`src/design/hnee_pkg.sv`:
```
// shared types and constants for the html numeric entity escaper
// used by every module of the block; depends on nothing
package hnee_pkg;

    localparam int CP_W       = 21;
    localparam int CHAR_W     = 7;
    localparam int NUM_ESC    = 4;
    localparam int MAX_DIGITS = 7;
    localparam int ND_W       = 3;
    localparam int DIGIT_W    = 4;
    localparam int POS_W      = 4;
    localparam int CFG_IDX_W  = 3;

    localparam int FIFO_DEPTH_DEF = 2;

    // x / 10 == (x * RECIP_10) >> RECIP_SHIFT, exact for any 21-bit x
    localparam logic [CP_W-1:0] RECIP_10    = 21'd1677722;
    localparam int              RECIP_SHIFT = 24;
    localparam int              PROD_W      = 2 * CP_W;
    localparam int              QUOT_W      = PROD_W - RECIP_SHIFT;

    localparam logic [CHAR_W-1:0] CH_AMP  = 7'h26;
    localparam logic [CHAR_W-1:0] CH_HASH = 7'h23;
    localparam logic [CHAR_W-1:0] CH_SEMI = 7'h3B;
    localparam logic [CHAR_W-1:0] CH_ZERO = 7'h30;

    localparam logic [CFG_IDX_W-1:0] REG_ESC_A  = 3'd0;
    localparam logic [CFG_IDX_W-1:0] REG_ESC_B  = 3'd1;
    localparam logic [CFG_IDX_W-1:0] REG_ESC_C  = 3'd2;
    localparam logic [CFG_IDX_W-1:0] REG_ESC_D  = 3'd3;
    localparam logic [CFG_IDX_W-1:0] REG_ENABLE = 3'd4;

    localparam logic [CHAR_W-1:0]  RST_ESC_A  = 7'd60;
    localparam logic [CHAR_W-1:0]  RST_ESC_B  = 7'd62;
    localparam logic [CHAR_W-1:0]  RST_ESC_C  = 7'd39;
    localparam logic [CHAR_W-1:0]  RST_ESC_D  = 7'd38;
    localparam logic [NUM_ESC-1:0] RST_ENABLE = 4'hF;

    typedef struct packed {
        logic [NUM_ESC-1:0][CHAR_W-1:0] chars;
        logic [NUM_ESC-1:0]             enable;
    } esc_cfg_t;

    // one queue entry: a plain character or a decimal run, digits lsd first
    typedef struct packed {
        logic                                  esc;
        logic [CHAR_W-1:0]                     ch;
        logic [ND_W-1:0]                       nd;
        logic [MAX_DIGITS-1:0][DIGIT_W-1:0]    digits;
    } entry_t;

endpackage

```
`src/design/hnee_fifo.sv`:
```
// short queue of classified entries between front and back end
// depends on hnee_pkg
module hnee_fifo
#(
    parameter int DEPTH = hnee_pkg::FIFO_DEPTH_DEF
)
(
    input  logic              clk,
    input  logic              rst_n,
    input  logic              push,
    input  hnee_pkg::entry_t  push_data,
    output logic              full,
    input  logic              pop,
    output logic              empty,
    output hnee_pkg::entry_t  head
);

    localparam int PTR_W = (DEPTH > 1) ? $clog2(DEPTH) : 1;
    localparam int CNT_W = $clog2(DEPTH + 1);

    hnee_pkg::entry_t   store [DEPTH];
    logic [PTR_W-1:0]   wr_ptr_reg, wr_ptr_next;
    logic [PTR_W-1:0]   rd_ptr_reg, rd_ptr_next;
    logic [CNT_W-1:0]   count_reg, count_next;
    logic               do_push, do_pop;

    assign full    = (count_reg == CNT_W'(DEPTH));
    assign empty   = (count_reg == '0);
    assign do_push = push && !full;
    assign do_pop  = pop && !empty;
    assign head    = store[rd_ptr_reg];

    always_comb
    begin
        wr_ptr_next = wr_ptr_reg;
        rd_ptr_next = rd_ptr_reg;
        count_next  = count_reg;
        if (do_push)
        begin
            wr_ptr_next = (wr_ptr_reg == PTR_W'(DEPTH - 1)) ? '0 : wr_ptr_reg + 1'b1;
        end
        if (do_pop)
        begin
            rd_ptr_next = (rd_ptr_reg == PTR_W'(DEPTH - 1)) ? '0 : rd_ptr_reg + 1'b1;
        end
        if (do_push && !do_pop)
        begin
            count_next = count_reg + 1'b1;
        end
        else if (do_pop && !do_push)
        begin
            count_next = count_reg - 1'b1;
        end
    end

    always_ff @(posedge clk or negedge rst_n)
    begin
        if (!rst_n)
        begin
            wr_ptr_reg <= '0;
            rd_ptr_reg <= '0;
            count_reg  <= '0;
        end
        else
        begin
            wr_ptr_reg <= wr_ptr_next;
            rd_ptr_reg <= rd_ptr_next;
            count_reg  <= count_next;
        end
    end

    always_ff @(posedge clk)
    begin
        if (do_push)
        begin
            store[wr_ptr_reg] <= push_data;
        end
    end

endmodule

```
`config.mk`:
```
export PLATFORM = sky130hd
export DESIGN_NAME = hnee_fifo
export DESIGN_NICKNAME = d
export VERILOG_FILES = /design/src/design/hnee_pkg.sv /design/src/design/hnee_fifo.sv
export SDC_FILE = /design/constraint.sdc
export NUM_CORES = 1
export LEC_CHECK = 0
export BUFFER_PORTS_ARGS = -buffer_cell sky130_fd_sc_hd__buf_2
export CAP_MARGIN = 5
export CORE_ASPECT_RATIO = 1.2
export CORE_UTILIZATION = 51
export DETAILED_ROUTE_END_ITERATION = 6
export PLACE_DENSITY_LB_ADDON = 0.08
export SLEW_MARGIN = 15
export SYNTH_ARGS = -nofsm -noshare
export SYNTH_HDL_FRONTEND = slang
export SYNTH_SLANG_ARGS = --single-unit
export TNS_END_PERCENT = 1
```
`constraint.sdc`:
```
create_clock -name clk -period 3.52 [get_ports clk]
set_input_delay 0 -clock clk [delete_from_list [all_inputs] [get_ports clk]]
set_output_delay 0 -clock clk [all_outputs]
set_load 0.02 [all_outputs]
```
==> impl_metrics.tcl <==
set metrics [dict create \
    power_density_nw_per_um2 775 \
    vdd_ir_drop_max_v 0.000529 \
    status "completed" \
    grt_pass1_vias 1750 \
    netlist_top_cells_count "78 x edfxtp_1, 39 x mux2_2, 4 x buf_4, 4 x dfrtp_1" \
    cts-root-buf "clkbuf_8" \
    fin_crit_sh_pct 53.2 \
    cts.sinks 82 \
    cts_resized 0 \
    cp_data_arrival_time_ps 1870 \
    tightestPinTransition_ps 885 \
    worst_setup_path_end_kind "output pin" \
    synth.net_count 184 \
    place_hpwl_mm 3.03 \
    synth_compound_area_share_pct 0.166 \
    place_ws_ps 1460 \
    syn2layout_area_growth_pct 38.1 \
    place.gp.congestion 0.679 \
    vias_per_cell 4.75 \
    yosys.area.top_type "edfxtp_1" \
    grt_max_degree 41 \
    synthCells 140 \
    synth.distinct_cells 13 \
    max_stage_delay_ps 940 \
    postCtsHoldBufs 42 \
    drt-initial-drc-count 43 \
    setup_tns_ps 0 \
    cap_violations 0 \
    synth.avg_cell_area_um2 21.5 \
    htree_levels 3 \
    r2r_setup_slack_ps 1710 \
    setup_slack_ps 1650 \
    die_x_um 72.1 \
    ys_ff_latch 82 \
    fin_nets 317 \
    synth_edf_count 78 \
    grt_first_pass_wirelength_mm 8.01 \
    utilization_pct 73.3 \
    yosysMostFrequentCell "edfxtp_1" \
    critPathSlowestCell "dfrtp_2" \
    synthFlopType "edfxtp_1" \
    yosysWarnings 0 \
    clk_pin_slew_ps 70 \
    post_cts_buffers 0 \
    crit_chain "mux2_2, buf_2" \
    rsz0062_at_grt "no" \
    synth-simple-area-share_pct 0.915 \
    ys_seq_area_share_pct 81.2 \
    portBuffers 83 \
    clockBufferDepth 2 \
    setup_viol 0 \
    cts_buffers 9 \
    initial_core_util_pct 53.1 \
    fin_crit_ps 1870 \
    ant_nets 0 \
    async_flop_share_pct 4.88 \
    dieHeight_um 86.1 \
    fp-row-count 30 \
    clk_latency_ps 340 \
    antenna_found_initial 0 \
    drc_errors 0 \
    synthMuxAreaShare_pct 14.6 \
    synthXorXnorAreaFrac_pct 1.46 \
    slew_violations 0 \
    totalWireLength_mm 5.22 \
    drive_gt1_share_pct 50.0 \
    fin_area_um2 4150 \
    design.core.area_um2 5670 \
    hold_violations 0 \
    cp_max_fo 40 \
    synth_area_leaders "edfxtp_1 78%, mux2_2 15%, dfrtp_1 3.3%, buf_4 1.0%, xnor2_1 0.87%" \
    drtPass1Iterations 4 \
    yosysTopAreaCellShare_pct 77.9 \
    syn-cell-area_um2 3010 \
    ioPinCount 84 \
    grt-ovfl-total 0 \
    worstHoldPathType "input port to flop" \
    synth-adder-area-share_pct 0.416 \
    path_class "flop to output pin" \
    maxSlewHeadroom_pct 41.0 \
    synth_top_family_by_area "multiplexers" \
    diodes 0 \
    largest_reg_flops 78 \
    leakage_nw 1.59 \
    worstSetupStartpointType "flop" \
    fmax_mhz 534 \
    critPathRequiredTime_ps 3520 \
    routedWlPerCell_um 14.6 \
    dpl_cell_area_um2 3500 \
    dieArea_um2 6210 \
    grt_usage_pct 17.9 \
    skew_ps 7.21 \
    detailroute.via_count 1702 \
    cts_tree "built" \
]
[path summary, 6_finish.rpt]
kind                         startpoint            to  depth (start not counted)
setup / recovery             rd_ptr_reg      head[29]                          2
hold / removal                     push    wr_ptr_reg                          3
setup reg to reg           count_reg[0]  store[1][21]                          2
hold reg to reg            count_reg[1]  count_reg[1]                          1
max in group asynchronous         rst_n    rd_ptr_reg                          3
min in group asynchronous         rst_n  count_reg[1]                          3
[area by class of cell]
| class | instances | area, um2 |
|---|---|---|
| Clock buffer | 11 | 131 |
| Clock inverter | 5 | 78.8 |
| Fill cell | 359 | 1510 |
| Inverter | 2 | 7.51 |
| Multi-Input combinational cell | 52 | 537 |
| Sequential cell | 82 | 2440 |
| Tap cell | 80 | 100 |
| Timing Repair Buffer | 126 | 856 |
[logic make-up after synthesis]
logic type                 count (synthesis)
DFF                                       82
AOI/OAI and AO/OA                          1
buffers and inverters                      6
muxes                                     39
and+or+nand+nor                            6
xor gates and xnor gates                   5
adders and majority gates                  1
[where the power goes]
| group | internal, mW | switching [mW] | total, mW |
|---|---|---|---|
| Combinational | 0.458 | 0.574 | 1.03 |
| Clock | 0.397 | 0.299 | 0.697 |
| Sequential | 1.34 | 0.154 | 1.49 |
[per-layer routing]
metal / wire length, um / vias up / part of all wire [%] / GRT usage (%)
li1: - / 815 / - / -
met1: 2030 / 827 / 39 / 19.4
met2: 2880 / 52 / 55 / 31.9
met3: 241 / 8 / 4.6 / 4.35
met4: 73 / 0 / 1.4 / 9.45
met5: 0 / - / 0 / 0
[through the flow]
stage               std cells  hold slack (ps)  power, mW
finish                    358             93.9       3.22
global route              358              115       3.38
CTS                       357             55.5       3.24
detailed placement        299             -193       2.50
global placement          299             -195       2.46
floorplan                 140             -296       2.20
[cell usage in the layout, fill, tap and decap left out]
cell,count
and3_2,1
buf_12,1
buf_2,83
bufinv_16,2
clkbuf_1,2
clkbuf_8,9
clkinv_1,1
clkinvlp_4,2
dfrtp_1,3
dfrtp_2,1
dlygate4sd3_1,42
edfxtp_1,78
ha_1,1
inv_1,2
mux2_2,39
nand2_1,1
nand2b_1,1
nor2_1,2
nor2_4,1
o21ai_1,1
xnor2_1,3
xor2_1,2
[worst max-delay path: cells and delay by family, from the launching register on]
kind                   cells  cell delay (ps)
buffers and inverters      1              160
muxes                      1              420
DFF                        1              940
Note: power is estimated with default switching activity, not from simulation.
