`src/design/hnee_pkg.sv`:
```
// shared types and constants for the html numeric entity escaper
// used by every module of the block; depends on nothing
package hnee_pkg;

    localparam int CP_W       = 21;
    localparam int CHAR_W     = 7;
    localparam int NUM_ESC    = 4;
    localparam int MAX_DIGITS = 7;
    localparam int ND_W       = 3;
    localparam int DIGIT_W    = 4;
    localparam int POS_W      = 4;
    localparam int CFG_IDX_W  = 3;

    localparam int FIFO_DEPTH_DEF = 2;

    // x / 10 == (x * RECIP_10) >> RECIP_SHIFT, exact for any 21-bit x
    localparam logic [CP_W-1:0] RECIP_10    = 21'd1677722;
    localparam int              RECIP_SHIFT = 24;
    localparam int              PROD_W      = 2 * CP_W;
    localparam int              QUOT_W      = PROD_W - RECIP_SHIFT;

    localparam logic [CHAR_W-1:0] CH_AMP  = 7'h26;
    localparam logic [CHAR_W-1:0] CH_HASH = 7'h23;
    localparam logic [CHAR_W-1:0] CH_SEMI = 7'h3B;
    localparam logic [CHAR_W-1:0] CH_ZERO = 7'h30;

    localparam logic [CFG_IDX_W-1:0] REG_ESC_A  = 3'd0;
    localparam logic [CFG_IDX_W-1:0] REG_ESC_B  = 3'd1;
    localparam logic [CFG_IDX_W-1:0] REG_ESC_C  = 3'd2;
    localparam logic [CFG_IDX_W-1:0] REG_ESC_D  = 3'd3;
    localparam logic [CFG_IDX_W-1:0] REG_ENABLE = 3'd4;

    localparam logic [CHAR_W-1:0]  RST_ESC_A  = 7'd60;
    localparam logic [CHAR_W-1:0]  RST_ESC_B  = 7'd62;
    localparam logic [CHAR_W-1:0]  RST_ESC_C  = 7'd39;
    localparam logic [CHAR_W-1:0]  RST_ESC_D  = 7'd38;
    localparam logic [NUM_ESC-1:0] RST_ENABLE = 4'hF;

    typedef struct packed {
        logic [NUM_ESC-1:0][CHAR_W-1:0] chars;
        logic [NUM_ESC-1:0]             enable;
    } esc_cfg_t;

    // one queue entry: a plain character or a decimal run, digits lsd first
    typedef struct packed {
        logic                                  esc;
        logic [CHAR_W-1:0]                     ch;
        logic [ND_W-1:0]                       nd;
        logic [MAX_DIGITS-1:0][DIGIT_W-1:0]    digits;
    } entry_t;

endpackage

```
`src/design/hnee_back.sv`:
```
// back end: walks the head entry and emits one byte per beat into an
// output register; depends on hnee_pkg
module hnee_back
(
    input  logic                          clk,
    input  logic                          rst_n,
    input  logic                          head_valid,
    input  hnee_pkg::entry_t              head,
    output logic                          pop,
    output logic                          out_valid,
    input  logic                          out_ready,
    output logic [hnee_pkg::CHAR_W-1:0]   out_byte,
    output logic                          run_last
);

    localparam logic [hnee_pkg::POS_W-1:0] POS_AMP  = 4'd0;
    localparam logic [hnee_pkg::POS_W-1:0] POS_HASH = 4'd1;

    logic [hnee_pkg::POS_W-1:0]   pos_reg, pos_next;
    logic                         out_valid_reg, out_valid_next;
    logic [hnee_pkg::CHAR_W-1:0]  out_byte_reg, out_byte_next;
    logic                         run_last_reg, run_last_next;

    logic                         load;
    logic [hnee_pkg::CHAR_W-1:0]  beat_byte;
    logic                         beat_last;
    logic [hnee_pkg::POS_W-1:0]   digit_sel;
    logic [hnee_pkg::DIGIT_W-1:0] digit;

    assign load = head_valid && (!out_valid_reg || out_ready);

    // digits are held lsd first, so the run reads them from the top down
    assign digit_sel = {1'b0, head.nd} + 1'b1 - pos_reg;
    assign digit     = head.digits[digit_sel[hnee_pkg::ND_W-1:0]];

    always_comb
    begin
        beat_byte = head.ch;
        beat_last = 1'b1;
        if (head.esc)
        begin
            beat_last = 1'b0;
            case (pos_reg)
                POS_AMP:  beat_byte = hnee_pkg::CH_AMP;
                POS_HASH: beat_byte = hnee_pkg::CH_HASH;
                default:
                begin
                    if (pos_reg == ({1'b0, head.nd} + 4'd2))
                    begin
                        beat_byte = hnee_pkg::CH_SEMI;
                        beat_last = 1'b1;
                    end
                    else
                    begin
                        beat_byte = hnee_pkg::CH_ZERO | {3'b000, digit};
                    end
                end
            endcase
        end
    end

    assign pop = load && beat_last;

    always_comb
    begin
        pos_next       = pos_reg;
        out_valid_next = out_valid_reg && !out_ready;
        out_byte_next  = out_byte_reg;
        run_last_next  = run_last_reg;
        if (load)
        begin
            pos_next       = beat_last ? '0 : pos_reg + 1'b1;
            out_valid_next = 1'b1;
            out_byte_next  = beat_byte;
            run_last_next  = beat_last;
        end
    end

    always_ff @(posedge clk or negedge rst_n)
    begin
        if (!rst_n)
        begin
            pos_reg       <= '0;
            out_valid_reg <= 1'b0;
        end
        else
        begin
            pos_reg       <= pos_next;
            out_valid_reg <= out_valid_next;
        end
    end

    always_ff @(posedge clk)
    begin
        out_byte_reg <= out_byte_next;
        run_last_reg <= run_last_next;
    end

    assign out_valid = out_valid_reg;
    assign out_byte  = out_byte_reg;
    assign run_last  = run_last_reg;

endmodule

```
`config.mk`:
```
export PLATFORM = sky130hd
export DESIGN_NAME = hnee_back
export DESIGN_NICKNAME = d
export VERILOG_FILES = /design/src/design/hnee_pkg.sv /design/src/design/hnee_back.sv
export SDC_FILE = /design/constraint.sdc
export NUM_CORES = 1
export LEC_CHECK = 0
export ABC_AREA = 1
export BUFFER_PORTS_ARGS = -buffer_cell sky130_fd_sc_hd__buf_2
export CELL_PAD_IN_SITES_DETAIL_PLACEMENT = 0
export CELL_PAD_IN_SITES_GLOBAL_PLACEMENT = 2
export CORE_ASPECT_RATIO = 0.6
export CORE_MARGIN = 1.5
export CORE_UTILIZATION = 24
export CTS_CLUSTER_SIZE = 20
export DETAILED_ROUTE_END_ITERATION = 6
export HOLD_SLACK_MARGIN = 0.1
export PLACE_DENSITY = 0.76
export RECOVER_POWER = 25
export SLEW_MARGIN = 20
export SYNTH_ARGS = -nofsm -noshare
export SYNTH_HDL_FRONTEND = slang
export SYNTH_SLANG_ARGS = --single-unit
```
`constraint.sdc`:
```
create_clock -name clk -period 2.5 [get_ports clk]
set_input_delay 0.125 -clock clk [delete_from_list [all_inputs] [get_ports clk]]
set_output_delay 0.125 -clock clk [all_outputs]
set_load 0.02 [all_outputs]
```
==> out/results.ini <==
[outcome]
status=finished clean

[critical_path]
required_ps=2380
setup.worst_path.class=flip-flop to output port
path_cells=inv_1 > ha_1 > nand3_1 > nor2_4 > nand2_2 > a21oi_4 > buf_2
critPathArrivalTime_ps=2090
r2r-end=out_byte[0]
setup.worst_path.end_class=output port
critPathMaxFanout=12
startpoint=pos_reg[0]
cp_slowest_cell=ha_1
crit_path_start_kind=flip-flop
reg2reg_from=pos_reg[1]
r2r_cells=10
regToRegSetupSlack_ps=420
worstSetupEndpoint=pop
critPathMaxStageDelay_ps=510

[sta]
fin_skew_ps=1.82
fin_setup_tns_ps=0
slew_viol_final=0
final-setup-viol-count=0
tightest_slew_ps=586
period_share=0.886
period_minus_slack_ps=2220
hold_viol=0
max_slew_margin=0.610
rsz0062_at_grt=no
fmax_mhz=451

[synth]
syn_avg_cell_area_sq_um=7.10
synthesis.area_sq_mm=0.00114
ys_warn_count=0
synth_cell_types=27
yosysSeqAreaShare=0.322
netlist.area_leader.share=0.211
syn_inst=160
synth_fp_nets=210
synth_area_leaders=edfxtp_1, nand2_1, dfrtp_1, nand3_1, ha_1
yosys.area.top_type=edfxtp_1
ys_seq_elements=13

[layout]
antenna_cells=0
drive_above_1_share=0.321
fillers=506
syn2layout_area_growth_pct=30.8
final_cell_mix=buf_2, nand2_1, inv_1
final_area_sq_mm=0.00149
fin_nets=263
largest_register_ff_count=7
final_common_cell=buf_2
seqCellArea_sq_um=365
multi_input_area_sq_um=641

[clock_network]
clk_pin_slew_ps=60
post_cts_buffers=0
htreeDepth=1
clkSinkCount=13
insertion_delay_ps=240
numCtsBuffers=3
cts_tree=yes
clockBufferDepth=2
cts-root-buf=clkbuf_8

[die]
core_sq_mm=0.00456
die_w_um=91.8
die_h_um=56.3
start_util=0.249
rows=19
die_area_sq_mm=0.00517
num_io_pins=53

[drt]
drtPass1Iterations=4
wl_mm=3.04
wl_per_cell_um=11.1
antenna_left=0
drc_errors=0
avgViaCountPerCell=4.21
route.vias.total=1158
drt-initial-drc-count=30

[placed_design]
detailed_place_hpwl_mm=2.51
dpl_cell_area_sq_mm=0.00144
routabilityCongestion=0.711
io_buffers=52

[pwr]
power.density_mw_per_mm2=651
p_leak_nw=0.770
ir_worst_vdd_v=0.000191

[global_route]
grtUsageTotal=0.123
grt_pass1_wl_mm=5.07
overflow=0
grt_max_degree=19
first_global_vias=1099
antenna_found_initial=0

[run]
drv_cap=0

[min_path]
hp-class=input pin to flip-flop

cell families after synthesis:
logic type                 share of synthesized area
AOI/OAI and AO/OA                              0.102
xor gates and xnor gates                      0.0231
adders and majority gates                     0.0771
buffers and inverters                          0.115
DFF                                            0.322
and+or+nand+nor                                0.361
layer usage:
layer	up-vias	wire (um)	global-route usage
met5	-	0	0
met2	16	1220	0.178
li1	617	-	-
met3	0	86	0.0271
met4	0	0	0.0132
met1	525	1730	0.191
area by class of cell:
cell class / instances / share of cell area
Tap cell: 63 / 0.0530
Multi-Input combinational cell: 118 / 0.431
Timing Repair Buffer: 53 / 0.179
Sequential cell: 13 / 0.246
Clock buffer: 4 / 0.0303
Inverter: 24 / 0.0606
cells in the mapped netlist:
cell type and instances:
a21oi_1 2, a21oi_4 1, buf_2 2, buf_4 1, buf_6 2, dfrtp_1 5
edfxtp_1 8, ha_1 7, inv_1 21, inv_2 3, nand2_1 48, nand2_2 3
nand2_4 1, nand3_1 18, nand3_2 1, nand4_1 4, nor2_1 12, nor2_2 1
nor2_4 1, o211ai_1 1, o211ai_2 1, o21ai_0 9, o21ai_2 2, o21bai_1 1
or2_2 2, xnor2_1 1, xor2_1 2
worst min path at each step:
stage / startpoint / to / slack, ps / cells after the start
6_report: out_ready / out_valid / 120 / 2
5_1_grt: out_ready / out_valid / 110 / 2
4_1_cts: out_ready / out_valid / 110 / 2
3_5_place_dp: rst_n / out_valid / -50 / 1
3_3_place_gp: rst_n / out_valid / -50 / 1
2_1_floorplan: rst_n / out_valid / -170 / 0
stage by stage:
stage	cells	hold slack, ps	setup WS, ps	util	power (mW)
3_5_place_dp	270	-51.1	424	0.314	0.787
4_1_cts	275	106	242	0.326	0.982
5_1_grt	275	115	128	0.326	1.06
3_3_place_gp	270	-52.3	408	0.314	0.797
2_1_floorplan	160	-171	699	-	0.672
6_report	275	117	284	0.326	0.968
report_power, final:
| part | internal (mW) | leakage [nW] | total (mW) | switching (mW) |
|---|---|---|---|---|
| registers | 0.262 | 0.140 | 0.283 | 0.0210 |
| logic | 0.183 | 0.607 | 0.498 | 0.315 |
| clock network | 0.112 | 0.0228 | 0.186 | 0.0737 |
| total | 0.558 | 0.770 | 0.968 | 0.410 |
timing repair:
action                    in CTS  in global routing
hold buffers                   1                  0
hold endpoints to repair       5                  0
gates resized for setup        0                  0
worst max-delay path, delay by kind of cell, from the launching register on:
kind | cells | cell delay, ps
fa+ha+maj | 1 | 510
compound gates | 1 | 160
simple gates | 3 | 490
buf+inv | 2 | 280
flops | 1 | 400
Power figures use the tool's default switching activity.
